**src/gfav_pkg.sv**
```systemverilog
package gfav_pkg;

    localparam int LEVEL_WIDTH = 16;
    localparam int HOLD_WIDTH  = 8;
    localparam int CFG_ADDR_WIDTH = 3;
    localparam int CFG_DATA_WIDTH = (LEVEL_WIDTH > HOLD_WIDTH) ? LEVEL_WIDTH : HOLD_WIDTH;
    localparam int TRIG_WIDTH  = 5;

    typedef logic signed [LEVEL_WIDTH-1:0] level_t;
    typedef logic [HOLD_WIDTH-1:0]         hold_t;
    typedef logic [CFG_ADDR_WIDTH-1:0]     cfg_addr_t;
    typedef logic [CFG_DATA_WIDTH-1:0]     cfg_data_t;

    localparam hold_t HOLD_RESET = hold_t'(10);

    // register map
    localparam cfg_addr_t REG_CO_THRESHOLD    = cfg_addr_t'(0);
    localparam cfg_addr_t REG_CO2_THRESHOLD   = cfg_addr_t'(1);
    localparam cfg_addr_t REG_SMOKE_THRESHOLD = cfg_addr_t'(2);
    localparam cfg_addr_t REG_TEMP_THRESHOLD  = cfg_addr_t'(3);
    localparam cfg_addr_t REG_IR_THRESHOLD    = cfg_addr_t'(4);
    localparam cfg_addr_t REG_HOLD_TICKS      = cfg_addr_t'(5);

    typedef enum logic [1:0] {
        PATTERN_OFF   = 2'd0,
        PATTERN_WARN  = 2'd1,
        PATTERN_ALARM = 2'd2,
        PATTERN_NONE  = 2'd3
    } pattern_t;

    // five sensor levels, or five matching limits
    typedef struct packed {
        level_t ir;
        level_t temp;
        level_t smoke;
        level_t co2;
        level_t co;
    } levels_t;

    // packs to bit0 co .. bit4 ir
    typedef struct packed {
        logic ir;
        logic temp;
        logic smoke;
        logic co2;
        logic co;
    } trig_t;

endpackage

```
**src/gfav_trigger.sv**
```systemverilog
module gfav_trigger
    import gfav_pkg::*;
(
    input  logic    aclk,
    input  logic    aresetn,
    input  logic    load,
    input  logic    advance,
    input  levels_t levels,
    input  levels_t limits,
    output logic    stg_valid,
    output trig_t   trig
);

    logic    valid_reg;
    logic    valid_next;
    levels_t levels_reg;

    always_comb begin
        valid_next = valid_reg;
        if (load) begin
            valid_next = 1'b1;
        end else if (advance) begin
            valid_next = 1'b0;
        end
    end

    always_ff @(posedge aclk) begin
        if (!aresetn) begin
            valid_reg <= 1'b0;
        end else begin
            valid_reg <= valid_next;
        end
    end

    always_ff @(posedge aclk) begin
        if (load) begin
            levels_reg <= levels;
        end
    end

    // strict signed compares against the limits
    assign trig.co    = levels_reg.co    > limits.co;
    assign trig.co2   = levels_reg.co2   > limits.co2;
    assign trig.smoke = levels_reg.smoke > limits.smoke;
    assign trig.temp  = levels_reg.temp  > limits.temp;
    assign trig.ir    = levels_reg.ir    > limits.ir;

    assign stg_valid = valid_reg;

endmodule

```
**src/gfav_latch.sv**
```systemverilog
module gfav_latch
    import gfav_pkg::*;
(
    input  logic                  aclk,
    input  logic                  aresetn,
    input  logic                  stg_valid,
    input  trig_t                 trig,
    input  hold_t                 hold_ticks,
    output logic                  advance,
    output logic                  m_valid,
    input  logic                  m_ready,
    output logic                  m_general_alarm,
    output logic                  m_warning_active,
    output logic                  m_obstructed_flag,
    output logic [TRIG_WIDTH-1:0] m_trigger_bits,
    output logic [1:0]            m_display_pattern,
    output logic                  m_pattern_write
);

    logic     alarm_reg, alarm_next;
    logic     warning_reg, warning_next;
    hold_t    hold_count_reg, hold_count_next;
    pattern_t last_pattern_reg;
    pattern_t pattern;
    logic     out_valid_reg, out_valid_next;
    logic [2:0] vote_count;
    logic     vote_alarm, vote_warning, obstructed;

    assign advance = stg_valid && (!out_valid_reg || m_ready);

    assign vote_count = 3'(trig.co) + 3'(trig.co2) + 3'(trig.smoke) + 3'(trig.temp);
    assign vote_alarm   = trig.co || (vote_count >= 3'd2);
    assign vote_warning = !vote_alarm && (vote_count == 3'd1);

    always_comb begin
        alarm_next      = alarm_reg;
        warning_next    = warning_reg;
        hold_count_next = hold_count_reg;
        if (vote_alarm) begin
            alarm_next      = 1'b1;
            warning_next    = 1'b0;
            hold_count_next = hold_ticks;
        end else if (vote_warning && !alarm_reg) begin
            warning_next    = 1'b1;
            hold_count_next = hold_ticks;
        end else if (hold_count_reg != '0) begin
            hold_count_next = hold_count_reg - hold_t'(1);
            if (hold_count_next == '0) begin
                alarm_next   = 1'b0;
                warning_next = 1'b0;
            end
        end
        obstructed = (vote_count == 3'd0) && trig.ir && !alarm_next;
        if (obstructed) begin
            warning_next = 1'b0;
        end
        if (alarm_next) begin
            pattern = PATTERN_ALARM;
        end else if (warning_next || obstructed) begin
            pattern = PATTERN_WARN;
        end else begin
            pattern = PATTERN_OFF;
        end
    end

    always_comb begin
        out_valid_next = out_valid_reg;
        if (advance) begin
            out_valid_next = 1'b1;
        end else if (m_ready) begin
            out_valid_next = 1'b0;
        end
    end

    always_ff @(posedge aclk) begin
        if (!aresetn) begin
            alarm_reg        <= 1'b0;
            warning_reg      <= 1'b0;
            hold_count_reg   <= '0;
            last_pattern_reg <= PATTERN_NONE;
            out_valid_reg    <= 1'b0;
        end else begin
            out_valid_reg <= out_valid_next;
            if (advance) begin
                alarm_reg        <= alarm_next;
                warning_reg      <= warning_next;
                hold_count_reg   <= hold_count_next;
                last_pattern_reg <= pattern;
            end
        end
    end

    always_ff @(posedge aclk) begin
        if (advance) begin
            m_general_alarm   <= alarm_next;
            m_warning_active  <= warning_next;
            m_obstructed_flag <= obstructed;
            m_trigger_bits    <= TRIG_WIDTH'(trig);
            m_display_pattern <= pattern;
            m_pattern_write   <= (pattern != last_pattern_reg);
        end
    end

    assign m_valid = out_valid_reg;

    // alarm and warning latches are exclusive
    assert property (@(posedge aclk) disable iff (!aresetn)
        !(alarm_reg && warning_reg))
        else $error("alarm and warning latched together");

    // a fresh alarm always leaves the alarm latched
    assert property (@(posedge aclk) disable iff (!aresetn)
        advance && vote_alarm |=> alarm_reg)
        else $error("fresh alarm did not latch");

    // shown result agrees with the latch state it was taken from
    assert property (@(posedge aclk) disable iff (!aresetn)
        $past(advance) |-> (m_general_alarm == alarm_reg)
                           && (m_display_pattern == last_pattern_reg))
        else $error("result out of step with latch state");

    // obstruction shows the warning mark with no latch set
    assert property (@(posedge aclk) disable iff (!aresetn)
        m_valid && m_obstructed_flag |->
            !m_general_alarm && !m_warning_active && (m_display_pattern == PATTERN_WARN))
        else $error("obstruction result inconsistent");

    // a beat waiting at the output does not drop while the pipe advances
    assert property (@(posedge aclk) disable iff (!aresetn)
        advance |=> m_valid)
        else $error("advanced beat lost");

endmodule

```
**src/gas_fire_alarm_voter_core.sv**
```systemverilog
// fire and gas alarm voter: each input beat carries five signed q8.8 levels
// (co, co2, smoke, temperature, smoothed ir), each compared strictly above its
// own threshold register. co alone, or any two of the four gas and temperature
// triggers, latch the alarm; exactly one latches a warning unless the alarm is
// already held. each fresh latch reloads the hold counter from hold_ticks, which
// otherwise counts down once per beat and drops both latches on reaching zero
// (a zero hold time keeps the latch until a later reload). ir firing on its own
// with no alarm marks the sensor obstructed and drops the warning. every input
// beat gives exactly one result beat with the display pattern (0 off, 1 warning
// mark, 2 full alarm) and a write strobe set when the pattern differs from the
// one last written. an accepted beat is held in the input register, moves to the
// result register once that is free or its beat is taken, and shows as m_valid from
// then; a new beat is taken every cycle, limited only by m_ready, since the compare
// and latch update are combinational between the input register and the result
// register. write thresholds only while no beat is in flight.
module gas_fire_alarm_voter_core
    import gfav_pkg::*;
(
    input  logic                  aclk,
    input  logic                  aresetn,

    // configuration writes
    input  logic                  cfg_we,
    input  cfg_addr_t             cfg_addr,
    input  cfg_data_t             cfg_wdata,

    // sensor beats
    input  logic                  s_valid,
    output logic                  s_ready,
    input  level_t                s_co_level,
    input  level_t                s_co2_level,
    input  level_t                s_smoke_level,
    input  level_t                s_temp_level,
    input  level_t                s_ir_level,

    // result beats
    output logic                  m_valid,
    input  logic                  m_ready,
    output logic                  m_general_alarm,
    output logic                  m_warning_active,
    output logic                  m_obstructed_flag,
    output logic [TRIG_WIDTH-1:0] m_trigger_bits,
    output logic [1:0]            m_display_pattern,
    output logic                  m_pattern_write
);

    // threshold and hold registers
    levels_t limits_reg;
    hold_t   hold_ticks_reg;

    levels_t levels;
    logic    load;
    logic    advance;
    logic    stg_valid;
    trig_t   trig;

    always_ff @(posedge aclk) begin
        if (!aresetn) begin
            limits_reg     <= '0;
            hold_ticks_reg <= HOLD_RESET;
        end else if (cfg_we) begin
            unique case (cfg_addr)
                REG_CO_THRESHOLD:    limits_reg.co    <= level_t'(cfg_wdata);
                REG_CO2_THRESHOLD:   limits_reg.co2   <= level_t'(cfg_wdata);
                REG_SMOKE_THRESHOLD: limits_reg.smoke <= level_t'(cfg_wdata);
                REG_TEMP_THRESHOLD:  limits_reg.temp  <= level_t'(cfg_wdata);
                REG_IR_THRESHOLD:    limits_reg.ir    <= level_t'(cfg_wdata);
                REG_HOLD_TICKS:      hold_ticks_reg   <= cfg_wdata[HOLD_WIDTH-1:0];
                default: begin
                    // unmapped index, write dropped
                end
            endcase
        end
    end

    // the input register frees when empty or when its beat moves on this cycle
    assign s_ready = !stg_valid || advance;
    assign load    = s_valid && s_ready;

    assign levels.co    = s_co_level;
    assign levels.co2   = s_co2_level;
    assign levels.smoke = s_smoke_level;
    assign levels.temp  = s_temp_level;
    assign levels.ir    = s_ir_level;

    // input register and threshold compares
    gfav_trigger u_trigger (
        .aclk      (aclk),
        .aresetn   (aresetn),
        .load      (load),
        .advance   (advance),
        .levels    (levels),
        .limits    (limits_reg),
        .stg_valid (stg_valid),
        .trig      (trig)
    );

    // voting, latch state and result register
    gfav_latch u_latch (
        .aclk              (aclk),
        .aresetn           (aresetn),
        .stg_valid         (stg_valid),
        .trig              (trig),
        .hold_ticks        (hold_ticks_reg),
        .advance           (advance),
        .m_valid           (m_valid),
        .m_ready           (m_ready),
        .m_general_alarm   (m_general_alarm),
        .m_warning_active  (m_warning_active),
        .m_obstructed_flag (m_obstructed_flag),
        .m_trigger_bits    (m_trigger_bits),
        .m_display_pattern (m_display_pattern),
        .m_pattern_write   (m_pattern_write)
    );

endmodule
```
**config.mk**
```make
export PLATFORM = sky130hd
export DESIGN_NAME = gas_fire_alarm_voter_core
export DESIGN_NICKNAME = d
export VERILOG_FILES = /design/src/gfav_pkg.sv /design/src/gfav_trigger.sv /design/src/gfav_latch.sv /design/src/gas_fire_alarm_voter_core.sv
export SDC_FILE = /design/constraint.sdc
export NUM_CORES = 1
export LEC_CHECK = 0
export BUFFER_PORTS_ARGS = -buffer_cell sky130_fd_sc_hd__buf_2
export CAP_MARGIN = 10
export CORE_MARGIN = 3
export CORE_UTILIZATION = 30
export DETAILED_ROUTE_END_ITERATION = 12
export PLACE_DENSITY = 0.47
export REMOVE_ABC_BUFFERS = 1
export SYNTH_ARGS = -nofsm -noshare
export SYNTH_HDL_FRONTEND = slang
export SYNTH_SLANG_ARGS = --single-unit
```
**constraint.sdc**
```tcl
create_clock -name aclk -period 4.6 [get_ports aclk]
set_input_delay 0 -clock aclk [delete_from_list [all_inputs] [get_ports aclk]]
set_output_delay 0 -clock aclk [all_outputs]
set_load 0.05 [all_outputs]
```
; ---- Yosys cells after proc, flatten, opt, wreduce, memory -nomap -nowiden
; Cells that the tools add are included.
; Widths: inputs -> output; s select.
[totals]
output_inout_bits = 13
register_bits = 193
word_cells = 87
in_bits = 104
[op_classes]
n_reduce_logical = 29
n_mux = 18
eq_ne = 7
magnitude_cmp = 6
addsub = 4
[ops]
columns = op, count
row1 = $gt 16x16->1, 5
row2 = $mux 8, 3
row3 = $mux 1, 14
row4 = $reduce_and 2->1, 7
row5 = $logic_not 8->1, 1
row6 = $reduce_bool 8->1, 1
row7 = $sub 8x1->8 const B, 1
row8 = $add 3x1->3, 2
row9 = $eq 3x1->1 const B, 2
row10 = $eq 3x2->1 const B, 2
row11 = $eq 3x3->1 const B, 2
row12 = $logic_and 1x1->1, 6
row13 = $logic_not 3->1, 2
row14 = $logic_not 1->1, 5
row15 = $logic_or 1x1->1, 4
row16 = $reduce_bool 2->1, 2
row17 = $ge 3x2->1 const B, 1
row18 = $reduce_bool 3->1, 1
row19 = $add 1x1->2, 1
row20 = $mux 2, 1
row21 = $ne 2x2->1, 1

; ---- Logic depth before layout (Yosys ltp)
[depth]
word_depth = 18
depth_mapped = 22
mapped_depth_nobuf = 21

; ---- Cells and area by module
; A second synthesis with hierarchy kept.
[hier_totals]
cells_unflattened = 837
area_unflattened_um2 = 9101.2
[modules_own_cells]
columns = mod, area_per_inst_um2, cells_each, seq_area_each_um2, n_inst
row1 = gfav_trigger, 4489.3, 376, 2422.3, 1
row2 = gas_fire_alarm_voter_core, 3243.1, 313, 1761.7, 1
row3 = gfav_latch, 1368.8, 148, 560.5, 1

; ---- Least setup slack after synthesis
; No wires, ideal clock.
[synth_timing]
path_type = flip-flop to flip-flop
startpoint = register u_trigger.levels_reg[1] in the netlist's numbering
endpoint = register u_latch.hold_count_reg[0]
period_less_slack_ns = 3.816
path_buffers = 0
t_required_ns = 4.472
setup_ns = 0.128
t_arrival_ns = 3.688
path_slack_ns = 0.784
stages_incl_launch_ff = 18
path_cell_list = edfxtp_1 -> ha_1 -> nor2b_1 -> o211ai_1 -> a2111o_1 -> nand3_1 -> o21a_1 -> inv_1 -> ha_1 -> inv_1 -> fa_1 -> ha_1 -> nor4_1 -> nor2b_1 -> o211ai_4 -> mux2_1 -> a22oi_1 -> nor2_1
[synth_lines]
columns = element, line
row1 = start: declaration, gfav_trigger.sv:16  ; levels_t levels_reg;
row2 = start signal: assignment, gfav_trigger.sv:37  ; levels_reg <= levels;
row3 = end signal: assignment, gfav_latch.sv:87  ; hold_count_reg <= hold_count_next;
row4 = end: declaration, gfav_latch.sv:22  ; hold_t hold_count_reg, hold_count_next;

==> impl_summary.md <==
Detailed routing
The first TritonRoute pass finished after 4 iterations. The remaining routing DRC violations is 0. The total wirelength of the detailed-routed design is 23280 microns. The count of antenna-violating nets left after detailed routing is 0. The wire length per cell is 15.37 microns. The detailed-route vias per instance is 4.514. The number of design-rule violations left by the first detailed-router iteration is 290. The overall via count from detail_route is 6839.

Cells and area
Compared with the post-synthesis result, the final layout area differs by 28.64%. The share of cells above drive strength 1 is 15.31%. The final-stage net count is 1308. The finished cells cover 0.01156 sq mm.

Floorplan
The height of the die is 179.1 microns. The floorplan step defined a core boundary enclosing 0.02909 sq mm. The number of I/O pins is 117.

The initial core utilization is 30.89%. The die covers 0.03207 sq mm. The die is 179.1 microns wide.

The standard-cell row count is 62.

Critical path
The data required time at the worst endpoint is 4.89 ns. The kind of critical path is flip-flop to flip-flop. For the worst flop-to-flop path, the logic depth is 20. The worst register-to-register path ends at u_latch.hold_count_reg[0].

The maximum net fanout on the critical path is 13. The minimum setup slack among reg-to-reg paths is 0.34 ns. The arrival time of the worst setup path is 4.55 ns. The worst register-to-register path begins at limits_reg[17]. STA classifies the critical path startpoint as a flip-flop. The kind of end point of the critical path is a flip-flop.

Run
Across the run, the number of max-cap violations was 0.

Timing
For the pin with the worst max-slew slack, the measured transition is 1.120 ns. The shortest clock period the worst path allows after layout is 4.259 ns. The final worst clock skew is 0.01333 ns. For the final routed database, the setup TNS stands at 0 ns. The worst pin sits at a relative slew slack of 25.07%.

The share of the clock period used by the worst path is 92.59%. The number of pins exceeding their max-slew limit in the final report is 0. Derived from the worst setup path, the maximum achievable clock frequency is 234.8 MHz. The final count of hold timing violations was 0. Setup violations remaining at the end of the flow were counted as 0.

Synth
The synthesized netlist contains 59 unique library cells. The average instance in the mapped netlist occupies 9.909 sq um. The synthesized design contains 192 register bits.

The gate count of the mapped netlist is 907. The mapped netlist covers 0.008987 sq mm. In this run, synthesis inferred 90 flip-flops with an integrated enable. The portion of the post-synthesis area used by sequential elements is 52.79%. The proportion of synthesized flip-flops having asynchronous set or reset is 0%. The most used flip-flop cell after synthesis is dfxtp_1.

Yosys printed 0 warnings.

Power
The leakage power is 4.331 nW. The worst IR drop on VDD is 0.0002042 V. The power density relative to cell area is 335.7 mW/mm^2.

Worst hold path
The endpoint with the worst hold slack is hold_ticks_reg[3]. The worst hold path class is input pin to flip-flop. The worst hold path depth is 3. The startpoint identified for the worst hold timing path is aresetn.

Global route
The number of antenna violations at the first check in global routing came to 2. Entering global routing, the biggest net connects 58 pins. In the global route stage, overall resource usage came out at 15.12%. The overall overflow remaining after global route is 0. The first global-routing pass estimated 36600 microns of wire. The via count of the first global-routing pass was 6730.

Placement
The placer's final routability congestion estimate is 0.8085. Summing all placed instances gives a cell area of 0.009975 sq mm. The wire-length estimate of the detail-placed layout is 15830 microns. The count of input and output buffers is 116.

CTS
The clock transition at the registers of the reported paths is 0.07 ns. Clock tree synthesis inserted a total of 17 buffers. Counting every sink on the clock net gives 192. The maximum number of buffers from clock root to sink is 2. TritonCTS built the clock tree.

Post-CTS timing repair inserted 0 buffers for setup. The root buffer cell chosen for the clock tree is clkbuf_16. The clock latency on the worst-skew pair is 0.43 ns. The clock tree synthesis step divided the H-tree into 4 levels.

Outcome
The flow ran to the end, and the final reports show no timing, DRC or antenna violations.
==> synthesized netlist by cell type, drive strengths merged, types with 10 or more instances <==
master  number  area share, %
a21boi      44            3.7
edfxtp      90             30
nand3       14           0.84
nand4       19            1.5
o21ai       20            1.1
nand2      208            8.7
a21o        10           0.84
a21oi       68            3.8
dfxtp      102             23
inv         91            3.8
ha          86             12
nor2b       14           0.97
nor2        29            1.2
clkbuf      29            1.2
==> cells by family after synthesis <==
logic type	synth area share [%]
adder cells (fa/ha/maj)	12.20
flip-flops	52.79
buffers and inverters	5.318
AO/OA/AOI/OAI	13.04
multiplexers	0.4594
AND/OR/NAND/NOR	15.62
XOR/XNOR	0.5709
==> worst max-delay path, cell delays in order, from the launching register on <==
cell and delay, ns:
dfxtp_1 0.33, inv_1 0.04, ha_1 0.29, nor2b_1 0.13, o21a_1 0.15, o21ai_0 0.14
nand2b_1 0.07, a21oi_1 0.14, nor2b_1 0.05, o21ai_0 0.24, a31oi_2 0.22, ha_1 0.33
inv_1 0.04, fa_1 0.38, ha_1 0.33, nor4_2 0.32, nor2b_1 0.13, o211ai_4 0.20
mux2_1 0.36, a22oi_1 0.14, nor2_1 0.06
==> per-layer routing <==
metal  share of wire [%]  global-route usage, %  vias up
li1                    -                      -     3538
met1                  47                  20.51     3158
met2                  47                  24.56      121
met3                 5.0                  3.388       18
met4                 1.2                  3.669        4
met5               0.090                      0        -
==> placed cells by master, fill, tap and decap left out, types with 7 or more instances in the layout <==
cell and instances:
clkbuf_16 17, nand4_1 17, buf_4 8, nand3_1 13, a21boi_0 36, buf_2 116
o21ai_0 18, ha_1 86, a21boi_1 8, inv_1 91, edfxtp_1 90, nor2_1 29
a21oi_1 67, a21o_1 10, dlygate4sd3_1 99, dfxtp_1 102, nand2_1 208, nor2b_1 14
nor3_1 7
==> report_power, final <==
| part | switching (mW) | leakage [nW] | internal [mW] |
|---|---|---|---|
| Clock | 0.683 | 0.281 | 0.812 |
| Sequential | 0.0318 | 1.70 | 1.86 |
| Combinational | 0.270 | 2.35 | 0.221 |
==> area by class of cell <==
type | count | area [sq um]
well taps | 384 | 480.5
flip-flops and latches | 192 | 4745
fillers | 2916 | 17530
inverters | 91 | 341.6
diodes | 1 | 2.502
clock inverters | 14 | 151.4
multi-input cells | 592 | 3780
repair buffers | 223 | 1632
clock buffers | 18 | 429.2
==> metrics by stage <==
stage	cells	setup WS, ns	power, mW	hold WS [ns]	util (%)
after floorplan	875	0.6889	2.185	0.07183	-
after global placement	1383	0.5027	2.357	0.1766	34.29
after detailed placement	1383	0.3660	2.361	0.1781	34.29
after CTS	1514	0.3278	3.932	0.1257	39.69
after global routing	1514	-0.06193	4.087	0.1677	39.73
final	1515	0.3407	3.881	0.1444	39.74
==> worst max path at each step <==
| stage | start | to | slack (ns) |
|---|---|---|---|
| final | limits_reg[17] | u_latch.hold_count_reg[0] | 0.34 |
| after global routing | limits_reg[17] | u_latch.hold_count_reg[0] | -0.06 |
| after CTS | limits_reg[17] | u_latch.hold_count_reg[0] | 0.33 |
| after detailed placement | limits_reg[17] | u_latch.hold_count_reg[0] | 0.37 |
| after global placement | limits_reg[17] | u_latch.hold_count_reg[0] | 0.50 |
| after floorplan | u_trigger.levels_reg[1] | u_latch.hold_count_reg[0] | 0.69 |
==> repair_timing <==
action / 4_1_cts / 5_1_grt
endpoints found under the setup margin: 0 / 3
hold endpoints to repair: 170 / 0
hold buffers: 99 / 0
resized for setup: 0 / 2
Power figures use the tool's default switching activity.
